### src/design/brlm_pkg.sv
// shared constants and control types for the block rms level meter
package brlm_pkg;

   localparam int BLOCK_SAMPLES = 512;
   localparam int FRACTION_BITS = 8;
   localparam int SAMPLE_SHIFT  = 8;

   localparam int WORD_W   = 32;
   localparam int SAMPLE_W = WORD_W - SAMPLE_SHIFT;
   localparam int SQ_W     = 2 * SAMPLE_W;
   localparam int SUM_W    = 56;
   localparam int CNT_W    = $clog2(BLOCK_SAMPLES + 1);
   localparam int MEAN_W   = 48;
   localparam int RAD_W    = MEAN_W + 2 * FRACTION_BITS;
   localparam int ROOT_W   = RAD_W / 2;
   localparam int RMS_W    = 32;
   localparam int OCNT_W   = 10;
   localparam int ITER_W   = $clog2(SUM_W);

   // commands from the controller to the datapath
   typedef struct packed {
      logic load;
      logic square;
      logic accum;
      logic div_step;
      logic prep;
      logic sqrt_step;
      logic out_load;
   } brlm_cmd_type;

   // status from the datapath to the controller
   typedef struct packed {
      logic close;
      logic out_free;
   } brlm_sts_type;

endpackage

### src/design/brlm_ctrl.sv
// sequencing state machine for the block rms level meter
module brlm_ctrl
   import brlm_pkg::*;
(
   input  logic         clock,
   input  logic         reset,
   input  logic         req_valid,
   output logic         req_ready,
   input  brlm_sts_type sts,
   output brlm_cmd_type cmd
);

   localparam logic [2:0] S_IDLE   = 3'd0;
   localparam logic [2:0] S_SQUARE = 3'd1;
   localparam logic [2:0] S_ACCUM  = 3'd2;
   localparam logic [2:0] S_DIV    = 3'd3;
   localparam logic [2:0] S_PREP   = 3'd4;
   localparam logic [2:0] S_SQRT   = 3'd5;
   localparam logic [2:0] S_OUT    = 3'd6;

   logic [2:0]        state_ff, state_in;
   logic [ITER_W-1:0] iter_ff, iter_in;

   assign req_ready = (state_ff == S_IDLE);

   always_comb begin
      state_in = state_ff;
      iter_in  = iter_ff;
      cmd      = '0;
      case (state_ff)
         S_IDLE: begin
            if (req_valid) begin
               cmd.load = 1'b1;
               state_in = S_SQUARE;
            end
         end
         S_SQUARE: begin
            cmd.square = 1'b1;
            state_in   = S_ACCUM;
         end
         S_ACCUM: begin
            cmd.accum = 1'b1;
            if (sts.close) begin
               iter_in  = ITER_W'(SUM_W - 1);
               state_in = S_DIV;
            end else begin
               state_in = S_IDLE;
            end
         end
         S_DIV: begin
            cmd.div_step = 1'b1;
            if (iter_ff == '0) begin
               state_in = S_PREP;
            end else begin
               iter_in = iter_ff - 1'b1;
            end
         end
         S_PREP: begin
            cmd.prep = 1'b1;
            iter_in  = ITER_W'(ROOT_W - 1);
            state_in = S_SQRT;
         end
         S_SQRT: begin
            cmd.sqrt_step = 1'b1;
            if (iter_ff == '0) begin
               state_in = S_OUT;
            end else begin
               iter_in = iter_ff - 1'b1;
            end
         end
         S_OUT: begin
            if (sts.out_free) begin
               cmd.out_load = 1'b1;
               state_in     = S_IDLE;
            end
         end
         default: begin
            state_in = S_IDLE;
         end
      endcase
   end

   always_ff @(posedge clock) begin
      if (reset) begin
         state_ff <= S_IDLE;
         iter_ff  <= '0;
      end else begin
         state_ff <= state_in;
         iter_ff  <= iter_in;
      end
   end

endmodule

### src/design/brlm_dp.sv
// accumulator, serial divider, serial square root and output register
module brlm_dp
   import brlm_pkg::*;
(
   input  logic                     clock,
   input  logic                     reset,
   input  logic signed [WORD_W-1:0] req_sample_word,
   input  logic                     req_block_end,
   output logic                     rsp_valid,
   input  logic                     rsp_ready,
   output logic        [RMS_W-1:0]  rsp_rms_level,
   output logic        [OCNT_W-1:0] rsp_sample_count,
   input  brlm_cmd_type             cmd,
   output brlm_sts_type             sts
);

   logic [SAMPLE_W-1:0] sample_ff;
   logic                end_ff;
   logic [SQ_W-1:0]     sq_ff;
   logic [SUM_W-1:0]    sum_ff;
   logic [CNT_W-1:0]    count_ff;
   logic [SUM_W-1:0]    quo_ff;
   logic [CNT_W-1:0]    rem_ff;
   logic [CNT_W-1:0]    div_ff;
   logic [RAD_W-1:0]    rad_ff;
   logic [ROOT_W-1:0]   root_ff;
   logic [ROOT_W+1:0]   srem_ff;
   logic                rsp_valid_ff;
   logic [RMS_W-1:0]    rms_ff;
   logic [OCNT_W-1:0]   ocnt_ff;

   logic [SAMPLE_W-1:0]     mag;
   logic [SUM_W:0]          sum_wide;
   logic [SUM_W-1:0]        sum_sat;
   logic [CNT_W-1:0]        count_inc;
   logic [CNT_W:0]          rem_sh;
   logic [CNT_W:0]          rem_diff;
   logic                    div_ge;
   logic [ROOT_W+1:0]       srem_sh;
   logic [ROOT_W+1:0]       trial;
   logic [ROOT_W+1:0]       srem_diff;
   logic                    sqrt_ge;
   logic [CNT_W+OCNT_W-1:0] count_ext;

   // magnitude of the 24-bit sample; the most negative value maps to 2^23
   assign mag = sample_ff[SAMPLE_W-1] ? (~sample_ff + 1'b1) : sample_ff;

   // saturating accumulate
   assign sum_wide  = {1'b0, sum_ff} + (SUM_W+1)'(sq_ff);
   assign sum_sat   = sum_wide[SUM_W] ? {SUM_W{1'b1}} : sum_wide[SUM_W-1:0];
   assign count_inc = count_ff + 1'b1;

   assign sts.close    = end_ff | (count_inc == CNT_W'(BLOCK_SAMPLES));
   assign sts.out_free = ~rsp_valid_ff | rsp_ready;

   // restoring division, one quotient bit per step
   assign rem_sh   = {rem_ff, quo_ff[SUM_W-1]};
   assign div_ge   = (rem_sh >= {1'b0, div_ff});
   assign rem_diff = rem_sh - {1'b0, div_ff};

   // restoring square root, one root bit per step
   assign srem_sh   = {srem_ff[ROOT_W-1:0], rad_ff[RAD_W-1 -: 2]};
   assign trial     = {root_ff, 2'b01};
   assign sqrt_ge   = (srem_sh >= trial);
   assign srem_diff = srem_sh - trial;

   assign count_ext = {{OCNT_W{1'b0}}, div_ff};

   always_ff @(posedge clock) begin
      if (cmd.load) begin
         sample_ff <= req_sample_word[WORD_W-1:SAMPLE_SHIFT];
         end_ff    <= req_block_end;
      end
      if (cmd.square) begin
         sq_ff <= SQ_W'(mag) * SQ_W'(mag);
      end
      if (cmd.accum && sts.close) begin
         quo_ff <= sum_sat;
         div_ff <= count_inc;
         rem_ff <= '0;
      end else if (cmd.div_step) begin
         quo_ff <= {quo_ff[SUM_W-2:0], div_ge};
         rem_ff <= div_ge ? rem_diff[CNT_W-1:0] : rem_sh[CNT_W-1:0];
      end
      if (cmd.prep) begin
         rad_ff  <= RAD_W'(quo_ff[MEAN_W-1:0]) << (2 * FRACTION_BITS);
         root_ff <= '0;
         srem_ff <= '0;
      end else if (cmd.sqrt_step) begin
         rad_ff  <= rad_ff << 2;
         root_ff <= {root_ff[ROOT_W-2:0], sqrt_ge};
         srem_ff <= sqrt_ge ? srem_diff : srem_sh;
      end
      if (cmd.out_load) begin
         rms_ff  <= RMS_W'(root_ff);
         ocnt_ff <= count_ext[OCNT_W-1:0];
      end
   end

   always_ff @(posedge clock) begin
      if (reset) begin
         sum_ff       <= '0;
         count_ff     <= '0;
         rsp_valid_ff <= 1'b0;
      end else begin
         if (cmd.accum) begin
            if (sts.close) begin
               sum_ff   <= '0;
               count_ff <= '0;
            end else begin
               sum_ff   <= sum_sat;
               count_ff <= count_inc;
            end
         end
         if (cmd.out_load) begin
            rsp_valid_ff <= 1'b1;
         end else if (rsp_ready) begin
            rsp_valid_ff <= 1'b0;
         end
      end
   end

   assign rsp_valid        = rsp_valid_ff;
   assign rsp_rms_level    = rms_ff;
   assign rsp_sample_count = ocnt_ff;

endmodule

### src/design/block_rms_level_meter.sv
// top level of the block rms level meter
//
// req channel: one word per 32-bit left-aligned microphone sample plus a
//   block_end flag; the top 24 bits are taken as a signed sample
// rsp channel: one word per finished block, the rms level with 8 fraction
//   bits and the number of samples in that block
// a block closes on block_end or when it reaches BLOCK_SAMPLES samples
// sample flow: a sample that does not close a block passes through accept,
//   square and accumulate; a closing sample adds a serial divide, a setup
//   step, a serial square root and an output load before the next word can
//   be accepted
// result: rsp_valid rises with the output load after the closing word; the
//   load waits while the previous result is still held in the output register
// the serial divider and square-root unit set the closing-block time
// reset (synchronous, active high) clears the running sum, the count and
//   the output valid; no result is pending afterwards
// a stalled receiver holds the rsp word in the output register; the meter
//   keeps accepting samples and only waits if a second block finishes
//   before the first result is taken
module block_rms_level_meter
   import brlm_pkg::*;
(
   input  logic                     clock,
   input  logic                     reset,
   input  logic                     req_valid,
   output logic                     req_ready,
   input  logic signed [WORD_W-1:0] req_sample_word,
   input  logic                     req_block_end,
   output logic                     rsp_valid,
   input  logic                     rsp_ready,
   output logic        [RMS_W-1:0]  rsp_rms_level,
   output logic        [OCNT_W-1:0] rsp_sample_count
);

   brlm_cmd_type cmd;
   brlm_sts_type sts;

   // sequencer: sample intake, divide and root iteration counts
   brlm_ctrl u_ctrl (
      .clock     (clock),
      .reset     (reset),
      .req_valid (req_valid),
      .req_ready (req_ready),
      .sts       (sts),
      .cmd       (cmd)
   );

   // arithmetic and the output register
   brlm_dp u_dp (
      .clock            (clock),
      .reset            (reset),
      .req_sample_word  (req_sample_word),
      .req_block_end    (req_block_end),
      .rsp_valid        (rsp_valid),
      .rsp_ready        (rsp_ready),
      .rsp_rms_level    (rsp_rms_level),
      .rsp_sample_count (rsp_sample_count),
      .cmd              (cmd),
      .sts              (sts)
   );

endmodule
### config.mk
export PLATFORM = sky130hd
export DESIGN_NAME = block_rms_level_meter
export DESIGN_NICKNAME = d
export VERILOG_FILES = /design/src/design/brlm_pkg.sv /design/src/design/brlm_ctrl.sv /design/src/design/brlm_dp.sv /design/src/design/block_rms_level_meter.sv
export SDC_FILE = /design/constraint.sdc
export NUM_CORES = 2
export LEC_CHECK = 0
export BUFFER_PORTS_ARGS = -buffer_cell sky130_fd_sc_hd__buf_4
export CORE_MARGIN = 4
export CORE_UTILIZATION = 34
export CTS_CLUSTER_SIZE = 20
export DETAILED_ROUTE_END_ITERATION = 10
export SLEW_MARGIN = 0
export SYNTH_ARGS = -nofsm -noshare
export SYNTH_HDL_FRONTEND = slang
export SYNTH_SLANG_ARGS = --single-unit
### constraint.sdc
create_clock -name clock -period 8.8 [get_ports clock]
set_clock_uncertainty 0.05 [all_clocks]
set_input_delay 1.76 -clock clock [delete_from_list [all_inputs] [get_ports clock]]
set_output_delay 1.76 -clock clock [all_outputs]
set_load 0.02 [all_outputs]
==> out/metrics.cfg <==
[synth]
synth-seq-cells=378
ys_seq_area_share_pct=28.1
netlist_instances=3641
async_flop_share_pct=0
synthAdderAreaFrac_pct=33.9
synthMuxAreaShare_pct=2.22
synth_area_leaders=fa_1 25%, edfxtp_1 20%, ha_1 9.4%, dfxtp_1 8.6%, inv_1 6.7%
synth_area_um2=35000
synth-edff-count=228
synth_xor_area_share_pct=4.04
synth_compound_area_share_pct=12.2
synth_cell_types=88
syn_area_per_cell_um2=9.62
yosysWarnings=0
synth_top_flop_cell=edfxtp_1
synth_top_family_by_area=adder cells
synth_top_area_share_pct=24.5
synth_largest_area_cell=fa_1
synth-simple-area-share_pct=11.2

[cts]
numCtsBuffers=42
clockBufferDepth=3
path_clk_slew_ns=0.06
clkSinkCount=378
clk_latency_ns=0.59
cts.root.buffer_cell=clkbuf_16
cts_tree=built
cts_hold_buf=0
h-tree-depth=2

[grt]
antenna_found_initial=0
overflow=0
gr-usage-all-layers_pct=14.9
grt_pass1_vias=25292
grt_pass1_wl_mm=132
grt_max_degree=99

[worst_setup_path]
crit_top_cell=fa_1
r2r_cells=29
crit_required_ns=9.08
endpoint_kind=flop
critical_path_class=flop to flop
crit_slowest_cell=fa_1
critPathMaxFanout=4
arrival_ns=8.88
critPathLaunchType=flop
slowest_delay_ns=0.58

[sta]
post-route-period-util_pct=97.8
rsz0062_at_grt=true
drv_slew=0
hold_viol=0
fmax_ghz=0.116
relSlewSlack_pct=31.3
setup_viol=0
worst_pin_slew_ns=1.03
period_minus_slack_ns=8.61

[run]
cap_violations=0

[status]
status=finished clean

[detailed_routing]
ant_nets=0
totalWireLength_mm=80.4
drtPass1Iterations=7
num_vias=24889
route.detailed.drc=0
drt_iter0_drc=1295
vias_per_cell=4.79
wl_per_cell_um=15.5

[finish]
mostFrequentLayoutCell=inv_1
finalNonFillerCells=5200
drive_above_1_share_pct=11.4
fin_util_pct=38.9
regArea_um2=9850
final_cell_mix=617 x inv_1, 424 x fa_1, 366 x nand2_1
multiInputGateArea_um2=22600
fin_nets=4528
num_antenna_cells=0
area_delta_synth_final_pct=13.4
nFillCells=10177

[place]
hpwl_mm=64.2
numPortBuffers=72
gp_congestion=0.888
dp.cells=5118

[floorplanning]
die_h_um=329
num_rows=117
dieArea_um2=108000
die_w_um=329
start_util_pct=34.3
ios=81
core_area_um2=102000

[min_path]
hold_depth=0
hp-class=flop to flop

-- routing by layer --
layer	wire length, um	track usage (%)	share of wire [%]	vias to the layer above
li1	-	-	-	12264
met1	38300	21.3	48	12029
met2	36100	23.7	45	478
met3	4070	2.30	5.1	118
met4	1970	3.63	2.5	0
met5	0	0	0	-
-- state kept, by name, summed over array words and instances (netlist names) --
| signal | cells |
|---|---|
| u_dp.quo_ff | 56 |
| u_dp.sum_ff | 56 |
| u_dp.rad_ff | 48 |
| u_dp.sq_ff | 47 |
| u_dp.root_ff | 32 |
| u_dp.rsp_rms_level | 32 |
| u_dp.srem_ff | 32 |
| u_dp.sample_ff | 24 |
| u_dp.count_ff | 10 |
| u_dp.div_ff | 10 |
| u_dp.rem_ff | 10 |
| u_dp.rsp_sample_count | 10 |
| u_ctrl.iter_ff | 6 |
| u_ctrl.state_ff | 3 |
| u_dp.end_ff | 1 |
| u_dp.rsp_valid | 1 |
-- worst max-delay path: cells and delay by family (launching register included) --
family	cells	cell delay (ns)
AOI/OAI and AO/OA	10	2.02
DFF	1	0.40
and+or+nand+nor	6	1.36
xor gates and xnor gates	2	0.45
adders and majority gates	8	3.80
buffers and inverters	3	0.28
-- synthesized netlist by cell type, types with 20 or more instances --
cell type	instances
inv_1	623
fa_1	429
nand2_1	369
nor2_1	289
ha_1	264
edfxtp_1	228
o21ai_0	218
a21oi_1	153
dfxtp_1	150
clkbuf_1	111
xnor2_1	98
a21o_1	93
xor2_1	60
nand3_1	50
mux2_2	46
o22ai_1	34
nor3_1	29
a31oi_1	27
mux2i_1	26
and2_1	24
and3_1	24
nand4_1	22
nand2b_1	20
-- final timing paths --
| path | startpoint | to | slack (ns) |
|---|---|---|---|
| max | u_dp.sample_ff[0] | u_dp.sq_ff[41] | 0.19 |
| min | u_dp.root_ff[13] | u_dp.rsp_rms_level[13] | 0.38 |
| max reg2reg | u_dp.sample_ff[0] | u_dp.sq_ff[41] | 0.19 |
| min reg2reg | u_dp.root_ff[13] | u_dp.rsp_rms_level[13] | 0.38 |
-- through the flow --
stage | instance area, um2 | setup TNS [ns] | hold slack [ns] | worst slack (ns)
global placement | 38100 | -0.199 | 0.363 | -0.0918
detailed placement | 38100 | -0.708 | 0.363 | -0.157
finish | 39700 | 0 | 0.375 | 0.194
global route | 39700 | -0.0991 | 0.387 | -0.0778
floorplan | 35100 | -0.0139 | 0.358 | -0.0139
CTS | 39500 | 0 | 0.377 | 0.0106
-- kinds of logic after synthesis --
kind of cell | after synthesis
and+or+nand+nor | 893
buffers and inverters | 765
adders and majority gates | 693
AOI/OAI and AO/OA | 678
DFF | 378
xor gates and xnor gates | 160
muxes | 72
other | 2
-- final cells by class --
type,instances,share of cell area (%)
Tap cell,1368,4.31
Inverter,631,5.97
Multi-Input combinational cell,2513,56.9
Sequential cell,378,24.8
Clock buffer,52,2.79
Timing Repair Buffer,232,4.54
Clock inverter,26,0.674
-- what timing repair did --
| item | CTS | global route |
|---|---|---|
| buffers inserted | 1 | 3 |
| pin swaps | 7 | 34 |
| endpoints found under the setup margin | 9 | 16 |
| resized for setup | 7 | 61 |
Power is left out: the tool's default activity adds up to more than one toggle a clock period on the data nets, which glitch-free logic cannot reach.
